`src/hdl/adaptive_drop_event_detector_core_defines.svh`:
```
// assertion macros shared by the detector modules
`ifndef ADAPTIVE_DROP_EVENT_DETECTOR_CORE_DEFINES_SVH
`define ADAPTIVE_DROP_EVENT_DETECTOR_CORE_DEFINES_SVH

`ifndef SYNTHESIS
// property checked out of reset
`define ADET_ASSERT(label, prop, msg) \
    label: assert property (@(posedge aclk) disable iff (!aresetn) prop) else $error(msg);
// property checked on every edge, reset included
`define ADET_ASSERT_ALWAYS(label, prop, msg) \
    label: assert property (@(posedge aclk) prop) else $error(msg);
`else
`define ADET_ASSERT(label, prop, msg)
`define ADET_ASSERT_ALWAYS(label, prop, msg)
`endif

`endif

```
`src/hdl/adet_pkg.sv`:
```
package adet_pkg;

    // fixed field widths
    localparam int COUNT_W  = 16;
    localparam int SUM_W    = 19;
    localparam int APB_AW   = 3;
    localparam int APB_DW   = 32;

    // defaults
    localparam int CALIB_SAMPLES_DEFAULT = 5;
    localparam logic [COUNT_W-1:0] SENS_RESET = 16'd200;

    // register word index (paddr[2])
    localparam logic REG_SENSITIVITY = 1'b0;

    typedef enum logic [1:0] {
        MODE_CALIB = 2'd0,
        MODE_IDLE  = 2'd1,
        MODE_EVENT = 2'd2
    } mode_t;

    // one result transaction
    typedef struct packed {
        logic [COUNT_W-1:0] count_echo;
        logic               start_event;
        logic               end_event;
        logic [COUNT_W-1:0] event_seconds;
        logic               calibrating;
        logic               in_event;
        logic [COUNT_W-1:0] start_threshold;
        logic [COUNT_W-1:0] end_threshold;
    } result_t;

    // a - b, floored at zero
    function automatic logic [COUNT_W-1:0] sat_sub(input logic [COUNT_W-1:0] a,
                                                   input logic [COUNT_W-1:0] b);
        return (a > b) ? (a - b) : '0;
    endfunction

    // a + b, clamped at full scale
    function automatic logic [COUNT_W-1:0] sat_add(input logic [COUNT_W-1:0] a,
                                                   input logic [COUNT_W-1:0] b);
        logic [COUNT_W:0] s;
        s = {1'b0, a} + {1'b0, b};
        return s[COUNT_W] ? '1 : s[COUNT_W-1:0];
    endfunction

endpackage

```
`src/hdl/adet_obuf.sv`:
```
`include "adaptive_drop_event_detector_core_defines.svh"

module adet_obuf (
    input  logic             aclk,
    input  logic             aresetn,
    input  logic             in_valid,
    output logic             in_ready,
    input  adet_pkg::result_t in_data,
    output logic             out_valid,
    input  logic             out_ready,
    output adet_pkg::result_t out_data
);

    logic              out_valid_reg, out_valid_next;
    logic              skid_valid_reg, skid_valid_next;
    adet_pkg::result_t out_data_reg, out_data_next;
    adet_pkg::result_t skid_data_reg, skid_data_next;
    logic              pop;
    logic              push;

    assign pop       = out_valid_reg && out_ready;
    assign push      = in_valid && !skid_valid_reg;
    assign in_ready  = !skid_valid_reg;
    assign out_valid = out_valid_reg;
    assign out_data  = out_data_reg;

    // two-entry buffer: output register plus skid register
    always_comb begin
        out_valid_next  = out_valid_reg;
        skid_valid_next = skid_valid_reg;
        out_data_next   = out_data_reg;
        skid_data_next  = skid_data_reg;
        if (skid_valid_reg) begin
            if (pop) begin
                out_data_next   = skid_data_reg;
                skid_valid_next = 1'b0;
            end
        end else if (push) begin
            if (!out_valid_reg || pop) begin
                out_data_next  = in_data;
                out_valid_next = 1'b1;
            end else begin
                skid_data_next  = in_data;
                skid_valid_next = 1'b1;
            end
        end else if (pop) begin
            out_valid_next = 1'b0;
        end
    end

    // control state
    always_ff @(posedge aclk) begin
        if (!aresetn) begin
            out_valid_reg  <= 1'b0;
            skid_valid_reg <= 1'b0;
        end else begin
            out_valid_reg  <= out_valid_next;
            skid_valid_reg <= skid_valid_next;
        end
    end

    // payload
    always_ff @(posedge aclk) begin
        out_data_reg  <= out_data_next;
        skid_data_reg <= skid_data_next;
    end

    `ADET_ASSERT_ALWAYS(a_skid_behind_out, skid_valid_reg |-> out_valid_reg, "skid full while output empty")
    `ADET_ASSERT(a_skid_drains, (pop && skid_valid_reg) |=> out_valid_reg, "output emptied with skid pending")
    `ADET_ASSERT(a_full_holds, (skid_valid_reg && !out_ready) |=> skid_valid_reg, "skid lost while stalled")

endmodule

```
`src/hdl/adaptive_drop_event_detector_core.sv`:
```
// each result is computed combinationally and registered in the output buffer when its input is accepted
// throughput: one transaction per cycle while the output buffer is not full; all work is one registered pass
// a two-entry output buffer keeps the input open while one result is stalled
// reset (aresetn low, synchronous): calibration mode, all state zero,
// sensitivity 200, output buffer empty
`include "adaptive_drop_event_detector_core_defines.svh"

module adaptive_drop_event_detector_core #(
    parameter int CALIB_SAMPLES = adet_pkg::CALIB_SAMPLES_DEFAULT
) (
    input  logic                         aclk,
    input  logic                         aresetn,
    // apb configuration
    input  logic                         psel,
    input  logic                         penable,
    input  logic                         pwrite,
    input  logic [adet_pkg::APB_AW-1:0]  paddr,
    input  logic [adet_pkg::APB_DW-1:0]  pwdata,
    output logic [adet_pkg::APB_DW-1:0]  prdata,
    output logic                         pready,
    // input channel
    input  logic                         s_valid,
    output logic                         s_ready,
    input  logic [adet_pkg::COUNT_W-1:0] s_count,
    // result channel
    output logic                         m_valid,
    input  logic                         m_ready,
    output logic [adet_pkg::COUNT_W-1:0] m_count_echo,
    output logic                         m_start_event,
    output logic                         m_end_event,
    output logic [adet_pkg::COUNT_W-1:0] m_event_seconds,
    output logic                         m_calibrating,
    output logic                         m_in_event,
    output logic [adet_pkg::COUNT_W-1:0] m_start_threshold,
    output logic [adet_pkg::COUNT_W-1:0] m_end_threshold
);

    localparam int CW      = adet_pkg::COUNT_W;
    localparam int SW      = adet_pkg::SUM_W;
    localparam int TAKEN_W = $clog2(CALIB_SAMPLES + 1);
    // floor(sum / CALIB_SAMPLES) as multiply by rounded-up reciprocal
    localparam int RECIP_SHIFT = SW + 3;
    localparam int RECIP_W     = RECIP_SHIFT + 1;
    localparam logic [RECIP_W-1:0] RECIP =
        RECIP_W'(((1 << RECIP_SHIFT) + CALIB_SAMPLES - 1) / CALIB_SAMPLES);
    localparam logic [TAKEN_W-1:0] SAMPLES = TAKEN_W'(CALIB_SAMPLES);

    adet_pkg::mode_t    mode_reg, mode_next;
    logic [SW-1:0]      calib_sum_reg, calib_sum_next;
    logic [TAKEN_W-1:0] calib_taken_reg, calib_taken_next;
    logic [CW-1:0]      baseline_reg, baseline_next;
    logic [CW-1:0]      minimum_reg, minimum_next;
    logic [CW-1:0]      start_level_reg, start_level_next;
    logic [CW-1:0]      end_level_reg, end_level_next;
    logic [CW-1:0]      event_ticks_reg, event_ticks_next;
    logic [CW-1:0]      sensitivity_reg, sensitivity_next;

    logic                 accept;
    logic                 started;
    logic                 ended;
    logic [CW-1:0]        seconds;
    logic [SW+RECIP_W-1:0] quot_prod;
    logic [CW:0]          base_sum;
    adet_pkg::result_t    result;
    adet_pkg::result_t    m_data;
    logic                 cfg_write;

    assign accept = s_valid && s_ready;

    // apb register access
    assign pready    = 1'b1;
    assign cfg_write = psel && penable && pwrite && pready;
    assign prdata    = (paddr[2] == adet_pkg::REG_SENSITIVITY) ?
                       {{(adet_pkg::APB_DW-CW){1'b0}}, sensitivity_reg} : '0;

    always_comb begin
        sensitivity_next = sensitivity_reg;
        if (cfg_write && paddr[2] == adet_pkg::REG_SENSITIVITY) begin
            sensitivity_next = pwdata[CW-1:0];
        end
    end

    // per-transaction mode update
    always_comb begin
        mode_next        = mode_reg;
        calib_sum_next   = calib_sum_reg;
        calib_taken_next = calib_taken_reg;
        baseline_next    = baseline_reg;
        minimum_next     = minimum_reg;
        start_level_next = start_level_reg;
        end_level_next   = end_level_reg;
        event_ticks_next = event_ticks_reg;
        started          = 1'b0;
        ended            = 1'b0;
        seconds          = '0;
        quot_prod        = '0;
        base_sum         = '0;
        case (mode_reg)
            adet_pkg::MODE_CALIB: begin
                calib_sum_next   = calib_sum_reg + {{(SW-CW){1'b0}}, s_count};
                calib_taken_next = calib_taken_reg + 1'b1;
                if (calib_taken_next >= SAMPLES) begin
                    quot_prod = {{RECIP_W{1'b0}}, calib_sum_next} *
                                {{SW{1'b0}}, RECIP};
                    baseline_next    = quot_prod[RECIP_SHIFT +: CW];
                    start_level_next = adet_pkg::sat_sub(baseline_next, sensitivity_reg);
                    mode_next        = adet_pkg::MODE_IDLE;
                end
            end
            adet_pkg::MODE_EVENT: begin
                minimum_next   = (s_count < minimum_reg) ? s_count : minimum_reg;
                end_level_next = adet_pkg::sat_add(minimum_next, sensitivity_reg);
                if (event_ticks_reg != '1) begin
                    event_ticks_next = event_ticks_reg + 1'b1;
                end
                if (s_count > end_level_next) begin
                    ended            = 1'b1;
                    seconds          = event_ticks_next;
                    start_level_next = adet_pkg::sat_sub(end_level_next, sensitivity_reg);
                    baseline_next    = start_level_next;
                    mode_next        = adet_pkg::MODE_IDLE;
                end
            end
            default: begin
                // idle, and the unused code behaves as idle
                if (s_count < start_level_reg) begin
                    minimum_next     = s_count;
                    event_ticks_next = '0;
                    started          = 1'b1;
                    mode_next        = adet_pkg::MODE_EVENT;
                end else begin
                    base_sum         = {1'b0, baseline_reg} + {1'b0, s_count};
                    baseline_next    = base_sum[CW:1];
                    start_level_next = adet_pkg::sat_sub(baseline_next, sensitivity_reg);
                end
            end
        endcase
    end

    // result of this transaction
    always_comb begin
        result.count_echo      = s_count;
        result.start_event     = started;
        result.end_event       = ended;
        result.event_seconds   = seconds;
        result.calibrating     = (mode_next == adet_pkg::MODE_CALIB);
        result.in_event        = (mode_next == adet_pkg::MODE_EVENT);
        result.start_threshold = start_level_next;
        result.end_threshold   = end_level_next;
    end

    // state registers
    always_ff @(posedge aclk) begin
        if (!aresetn) begin
            mode_reg        <= adet_pkg::MODE_CALIB;
            calib_sum_reg   <= '0;
            calib_taken_reg <= '0;
            baseline_reg    <= '0;
            minimum_reg     <= '0;
            start_level_reg <= '0;
            end_level_reg   <= '0;
            event_ticks_reg <= '0;
            sensitivity_reg <= adet_pkg::SENS_RESET;
        end else begin
            sensitivity_reg <= sensitivity_next;
            if (accept) begin
                mode_reg        <= mode_next;
                calib_sum_reg   <= calib_sum_next;
                calib_taken_reg <= calib_taken_next;
                baseline_reg    <= baseline_next;
                minimum_reg     <= minimum_next;
                start_level_reg <= start_level_next;
                end_level_reg   <= end_level_next;
                event_ticks_reg <= event_ticks_next;
            end
        end
    end

    // result buffer
    adet_obuf u_obuf (
        .aclk      (aclk),
        .aresetn   (aresetn),
        .in_valid  (s_valid),
        .in_ready  (s_ready),
        .in_data   (result),
        .out_valid (m_valid),
        .out_ready (m_ready),
        .out_data  (m_data)
    );

    assign m_count_echo      = m_data.count_echo;
    assign m_start_event     = m_data.start_event;
    assign m_end_event       = m_data.end_event;
    assign m_event_seconds   = m_data.event_seconds;
    assign m_calibrating     = m_data.calibrating;
    assign m_in_event        = m_data.in_event;
    assign m_start_threshold = m_data.start_threshold;
    assign m_end_threshold   = m_data.end_threshold;

    `ADET_ASSERT(a_calib_once, mode_reg != adet_pkg::MODE_CALIB |=> mode_reg != adet_pkg::MODE_CALIB, "returned to calibration")
    `ADET_ASSERT(a_start_enters, (m_valid && m_start_event) |-> (m_in_event && !m_calibrating && !m_end_event), "event start without event mode")
    `ADET_ASSERT(a_end_length, (m_valid && m_end_event) |-> (!m_in_event && m_event_seconds != '0), "event end with bad length")

endmodule
```
`config.mk`:
```
export PLATFORM = sky130hd
export DESIGN_NAME = adaptive_drop_event_detector_core
export DESIGN_NICKNAME = d
export VERILOG_FILES = /design/src/hdl/adet_pkg.sv /design/src/hdl/adet_obuf.sv /design/src/hdl/adaptive_drop_event_detector_core.sv
export VERILOG_INCLUDE_DIRS = /design/src /design/src/hdl
export SDC_FILE = /design/constraint.sdc
export NUM_CORES = 1
export LEC_CHECK = 0
export BUFFER_PORTS_ARGS = -buffer_cell sky130_fd_sc_hd__buf_2
export CAP_MARGIN = 20
export CORE_ASPECT_RATIO = 2
export CORE_UTILIZATION = 60
export CTS_CLUSTER_SIZE = 25
export DETAILED_ROUTE_END_ITERATION = 8
export GPL_TIMING_DRIVEN = 0
export PLACE_DENSITY = 0.76
export SETUP_SLACK_MARGIN = 0.02
export SYNTH_ARGS = -nofsm -noshare
export SYNTH_HDL_FRONTEND = slang
export SYNTH_SLANG_ARGS = --single-unit
```
`constraint.sdc`:
```
create_clock -name aclk -period 12.4 [get_ports aclk]
set_input_delay 0.62 -clock aclk [delete_from_list [all_inputs] [get_ports aclk]]
set_output_delay 0.62 -clock aclk [all_outputs]
set_load 0.1 [all_outputs]
```
# == Word-level counts from Yosys, hierarchy flattened ==
# Index checks and enable logic that the tools add are counted.
# totals
reg_bits,258
output_inout_bits,103
word_cells,117
# op_classes
addsub,8
n_mul,1
n_lt_le_gt_ge,7
eq_ne,8
mux,41
n_bitwise,4
n_reduce_logical,21
# ops
op,n
$mux W16,18
$mux W68,4
$pmux W16 S2,4
$gt A16 B16 Y1,4
$sub A16 B16 Y16,3
$mul A19 B20 Y38 const B,1
$add A16 B16 Y17,2
$lt A16 B16 Y1,2
$add A19 B16 Y19,1
$add A16 B1 Y16 const B,1
$ne A16 B16 Y1 const B,1
$reduce_and A3 Y1,4
$mux W1,11
$reduce_bool A2 Y1,4
$mux W2,3
$ne A2 B2 Y1 const B,3
$logic_and A1 B1 Y1,5
$eq A2 B2 Y1 const B,2
$logic_not A2 Y1,2
$not A1 Y1,4
$pmux W2 S2,1
$reduce_and A4 Y1,1
$add A3 B1 Y3 const B,1
$ge A3 B3 Y1 const B,1
other kinds (6),7

# == Depth between registers and ports, before layout ==
# Gate-level depths: netlist of run 1.
# depth
depth_word,11
depth_mapped,44
ltp_nobuf,43

# == Modules after synthesis ==
# From an unflattened synthesis of run 1, not the netlist that was laid out.
# hier_totals
hier_cells,2389
hier_area_um2,22111.2
# modules_own_cells
mod,instances,cells_per_inst,area_per_inst_um2,seq_area_each_um2
adaptive_drop_event_detector_core,1,2163,17041.3,2402.3
adet_obuf,1,226,5069.9,4124.0

# == Least setup slack after synthesis of run 1 ==
# No wires, ideal clock.
# synth_timing
path_type,in2reg
start,input s_count[1] (netlist bit)
end,"register u_obuf.out_data_reg, in the netlist u_obuf.out_data[18] (data pin)"
setup_ns,0.260
t_arrival_ns,10.227
required_ns,12.140
slack_ns,1.913
cell_stages,41
cell_sequence,ha_1 > a21o_1 > a21oi_1 > o21ai_0 > a311o_1 > a221oi_1 > nand2_1 > a31oi_1 > nand2b_1 > xor2_1 > inv_1 > ha_1 > inv_1 > fa_1 > fa_1 > inv_1 > fa_1 > inv_1 > (+5 left out) > o21a_1 > or3_1 > a21boi_1 > o21bai_1 > a21oi_1 > xnor2_1 > ha_1 > inv_1 > o21ai_0 > a2111oi_0 > nor2_1 > a211o_1 > a221o_1 > nand3_1 > buf_2 > o21ai_0 > a221o_1 > mux2_2
# synth_rtl
element,line,text
"start, declared",adaptive_drop_event_detector_core.sv:24,"input logic [adet_pkg::COUNT_W-1:0] s_count,"
"end signal, assigned",adet_obuf.sv:64,out_data_reg <= out_data_next;
"end, declared",adet_obuf.sv:16,"adet_pkg::result_t out_data_reg, out_data_next;"

==> run summary, run 1 <==
First-pass GRT wire length = 108000 um
Total number of vias = 18326
Slowest-stage cell, CP = fa_1
Mapped Avg Cell Area = 9.37 um2
CTS tree = built
DP Area = 23100 um2
Fin nets = 2934
Vias per cell = 6.18
Delay of the slowest critical-path stage = 0.55 ns
Antenna violations before repair = 3
First DRT Iteration DRCs = 1122
Die span in y = 272 um
I/O pin total = 161
Post-synth EDFFs = 136
WP data required = 12.69 ns
Hold WS = 0.312 ns
Row Count = 98
Commonest non-fill, non-tap cell in the layout = inv_1
RSZ-0062 raised after global routing = false
Die span in x = 137 um
Largest fanout on the critical path = 10
Largest net degree at the start of global routing = 69
Synth warnings = 0
Fin util = 67.0%
Hold Vio Cnt, Final = 0
Minimum clock period = 11.96 ns
Worst relative slew slack = 27.1%
Setup Skew = 0.0288 ns
Gpl congestion = 1.05
Worst Setup Start Kind = primary input
Final HPWL DP = 58100 um
Tcrit/Tclk final = 96.4%
Drt total wl = 71700 um
DR WL/cell = 24.2 um
DRT Pass-1 Iters = 8
Setup violations, final = 0
Post-route cell area = 24000 um2
FF+latch count, synth = 258
Total Routing Usage GR = 39.9%
Area delta synth->final = 9.84%
Antenna Nets Post-Route = 0
Vias in the first global route = 19070
Final Slew Violations = 0
Synth async-reset ratio = 0%
Placed Instances = 2920
CTS root buf = clkbuf_16
Port buffer count = 123
H-Tree Level Count = 1
Most frequent cells in the layout = inv_1 (283), ha_1 (276), nand2_1 (212), edfxtp_1 (136), nor2_1 (129)
Fin cells = 2963
Worst Setup End Kind = flop
CP dominant cell by count = inv_1
Total gr overflow = 0
Layout cell share with drive strength beyond 1 = 10.9%
CP Class = in -> reg
Distinct cells, synth = 82
Post-Synthesis Cells = 2330
Clock Latency Late Sink = 0.55 ns
Core Region = 35800 um2
Worst path arrival time = 12.25 ns
Postcts setup bufs = 0
Fmax achieved = 83.6 MHz
# DRC = 0
Synthesized area = 21800 um2
Status = completed
Hold Crit Class = in -> reg
Ys flop type = edfxtp_1
# clock sinks = 258
Slew @ Worst Pin = 1.09 ns
Total CTS buffers = 23
Die area = 37200 um2
CTS clk-pin slew, worst paths = 0.07 ns
Max Cap Violations = 0
Sequential element share of the synthesized area = 29.9%
Initial core utilization = 61.0%
CTS Buffer Depth = 3
## cell type report
cell class	instances	area (um2)
Multi-Input combinational cell	1711	14000
Fill cell	2913	11800
Sequential cell	258	6530
Inverter	284	1070
Timing Repair Buffer	125	658
Clock buffer	31	651
Tap cell	450	563
Buffer	92	415
Clock inverter	11	130
Antenna cell	1	2.50
## worst max-delay path, delay by kind of cell
| kind | cells | cell delay, ns |
|---|---|---|
| compound gates | 17 | 4.52 |
| fa+ha+maj | 9 | 3.81 |
| simple gates | 6 | 1.42 |
| buf+inv | 8 | 0.99 |
| xor+xnor | 2 | 0.52 |
| mux | 1 | 0.30 |
## logic make-up (layout without fill, tap and decap cells)
family,after synthesis,count (layout),share of synthesized area [%]
AOI/OAI and AO/OA,557,557,17.3
xor gates and xnor gates,104,104,4.17
adders and majority gates,381,381,25.4
buffers and inverters,376,543,6.78
DFF,258,258,29.9
muxes,81,81,4.10
other,2,18,0.0344
and+or+nand+nor,571,571,12.3
## worst paths after layout
check / startpoint / depth (start not counted) / to / slack, ns
worst max-delay path: s_count[1] / 43 / u_obuf.out_data[17] / 0.44
worst min-delay path: pwdata[11] / 3 / sensitivity_reg[11] / 0.31
worst max register to register: calib_sum_reg[1] / 42 / u_obuf.out_data[17] / 0.53
worst min register to register: end_level_reg[1] / 2 / end_level_reg[1] / 0.47
## what timing repair did
action,4_1_cts,5_1_grt
gates resized for setup,6,7
endpoints found under the setup margin,48,48
hold buffers,0,0
## routing by layer
layer,part of all wire (%),up-vias,global-route usage (%)
li1,-,8482,-
met5,0.018,-,0
met4,12,2,39.8
met1,31,8735,36.5
met2,51,768,71.6
met3,6.0,339,6.50
## synth_stat cells, drive strengths merged, types with 31 or more instances
| cell type | n | share of area, % |
|---|---|---|
| inv | 284 | 4.9 |
| fa | 105 | 9.6 |
| xor2 | 38 | 1.5 |
| edfxtp | 136 | 19 |
| clkbuf | 67 | 1.2 |
| o21a | 33 | 1.1 |
| nand3 | 40 | 0.92 |
| ha | 276 | 16 |
| mux2 | 62 | 3.2 |
| nor2b | 44 | 1.3 |
| a21boi | 47 | 1.6 |
| a21oi | 128 | 3.0 |
| dfxtp | 122 | 11 |
| nor2 | 131 | 2.3 |
| o21ai | 120 | 2.7 |
| nor3 | 31 | 0.71 |
| nand2 | 212 | 3.6 |
| xnor2 | 66 | 2.6 |
| a21o | 52 | 1.8 |
## metrics by stage
| stage | TNS [ns] | worst slack (ns) |
|---|---|---|
| 2_1_floorplan | 0 | 1.91 |
| 3_3_place_gp | -29.16 | -0.957 |
| 3_5_place_dp | -37.02 | -1.15 |
| 4_1_cts | 0 | 0.0630 |
| 5_1_grt | 0 | 0.0380 |
| 6_report | 0 | 0.444 |
Power of run 1 is not shown: default switching activity piles up to over one toggle a cycle in this logic, so the estimate is an artifact.
==> run 2, diff against run 1 <==
--- a/config.mk
+++ b/config.mk
@@ -6,14 +6,16 @@
 export SDC_FILE = /design/constraint.sdc
 export NUM_CORES = 1
 export LEC_CHECK = 0
+export ABC_CLOCK_PERIOD_IN_PS = 12400
 export BUFFER_PORTS_ARGS = -buffer_cell sky130_fd_sc_hd__buf_2
-export CAP_MARGIN = 20
+export CAP_MARGIN = 0
 export CORE_ASPECT_RATIO = 2
 export CORE_UTILIZATION = 60
 export CTS_CLUSTER_SIZE = 25
 export DETAILED_ROUTE_END_ITERATION = 8
 export GPL_TIMING_DRIVEN = 0
 export PLACE_DENSITY = 0.76
+export RECOVER_POWER = 25
 export SETUP_SLACK_MARGIN = 0.02
 export SYNTH_ARGS = -nofsm -noshare
 export SYNTH_HDL_FRONTEND = slang
==> run summary, run 2 (synthesis gave the netlist of run 1 again) <==
Largest fanout on the critical path = 10
CTS root buf = clkbuf_16
Delay of the slowest critical-path stage = 0.55 ns
Worst path arrival time = 12.25 ns
CTS tree = built
Setup violations, final = 0
First DRT Iteration DRCs = 1105
CTS clk-pin slew, worst paths = 0.07 ns
Hold Vio Cnt, Final = 0
Antenna violations before repair = 3
Fin util = 66.7%
Area delta synth->final = 9.41%
Status = completed
DR WL/cell = 24.3 um
Row Count = 98
Total Routing Usage GR = 39.9%
I/O pin total = 161
RSZ-0062 raised after global routing = false
Initial core utilization = 61.0%
Tcrit/Tclk final = 96.5%
Gpl congestion = 1.05
H-Tree Level Count = 1
Total CTS buffers = 23
Fmax achieved = 83.6 MHz
Die span in y = 272 um
Postcts setup bufs = 0
Worst Setup Start Kind = primary input
Worst relative slew slack = 18.8%
CP dominant cell by count = inv_1
Hold WS = 0.316 ns
Hold Crit Class = in -> reg
Final Slew Violations = 0
Minimum clock period = 11.96 ns
Max Cap Violations = 0
Die span in x = 137 um
First-pass GRT wire length = 108000 um
Most frequent cells in the layout = inv_1 (283), ha_1 (276), nand2_1 (212), clkbuf_1 (146), edfxtp_1 (136)
Port buffer count = 123
Commonest non-fill, non-tap cell in the layout = inv_1
Core Region = 35800 um2
Die area = 37200 um2
DRT Pass-1 Iters = 8
CP Class = in -> reg
Vias per cell = 6.20
Drt total wl = 72000 um
WP data required = 12.69 ns
Layout cell share with drive strength beyond 1 = 7.96%
Largest net degree at the start of global routing = 69
Antenna Nets Post-Route = 0
Setup Skew = 0.0249 ns
Slowest-stage cell, CP = fa_1
Clock Latency Late Sink = 0.55 ns
Slew @ Worst Pin = 1.22 ns
Total gr overflow = 0
Final HPWL DP = 58100 um
Vias in the first global route = 19070
Total number of vias = 18362
CTS Buffer Depth = 3
Fin nets = 2934
# DRC = 0
Worst Setup End Kind = flop
# clock sinks = 258
[run 2: changes by cell type in the layout (fill, tap and decap cells not counted), sizes merged]
cell	change
buf	-75
clkbuf	+75
[run 2: worst paths after layout]
kind | from | endpoint | slack, ns | cells past startpoint
worst max-delay path | s_count[1] | u_obuf.out_data[17] | 0.44 | 43
worst min-delay path | pwdata[11] | sensitivity_reg[11] | 0.32 | 3
worst max register to register | calib_sum_reg[1] | u_obuf.out_data[17] | 0.53 | 42
worst min register to register | end_level_reg[0] | end_level_reg[0] | 0.47 | 2
[run 2: routing by layer]
layer / vias to the layer above / share of wire, % / wire, um / GRT usage (%)
met5: - / 0.018 / 13 / 0
li1: 8484 / - / - / -
met2: 800 / 51 / 36400 / 71.6
met3: 338 / 6.2 / 4490 / 6.50
met1: 8738 / 31 / 22400 / 36.5
met4: 2 / 12 / 8690 / 39.8
[run 2: per-stage QoR]
step	setup TNS (ns)	std cells	worst slack, ns	area [um2]
6_report	0	2963	0.438	23900
5_1_grt	0	2962	0.0380	23900
4_1_cts	0	2962	0.0630	23900
3_5_place_dp	-37.02	2920	-1.15	23100
3_3_place_gp	-29.16	2918	-0.957	23100
2_1_floorplan	0	2345	1.91	21900
[run 2: cell type report]
| class | count | area, um2 |
|---|---|---|
| clock buffer | 31 | 651 |
| inverter | 284 | 1070 |
| timing repair buffer | 125 | 566 |
| clock inverter | 11 | 130 |
| fill | 2965 | 11900 |
| buffer | 92 | 415 |
| multi-input combinational | 1711 | 14000 |
| sequential | 258 | 6530 |
| tap | 450 | 563 |
| antenna | 1 | 2.50 |
[run 2: critical path: cells and delay by family]
family / cells / cell delay (ns)
AO/OA/AOI/OAI: 17 / 4.52
XOR/XNOR: 2 / 0.52
adder cells (fa/ha/maj): 9 / 3.83
buffers and inverters: 8 / 1.00
multiplexers: 1 / 0.30
AND/OR/NAND/NOR: 6 / 1.42
[run 2: repair_timing]
action                                  in CTS  in global routing
hold buffers                                 0                  0
endpoints found under the setup margin      48                 48
gates resized for setup                      6                  7
Power of run 2 is left out for the same reason.
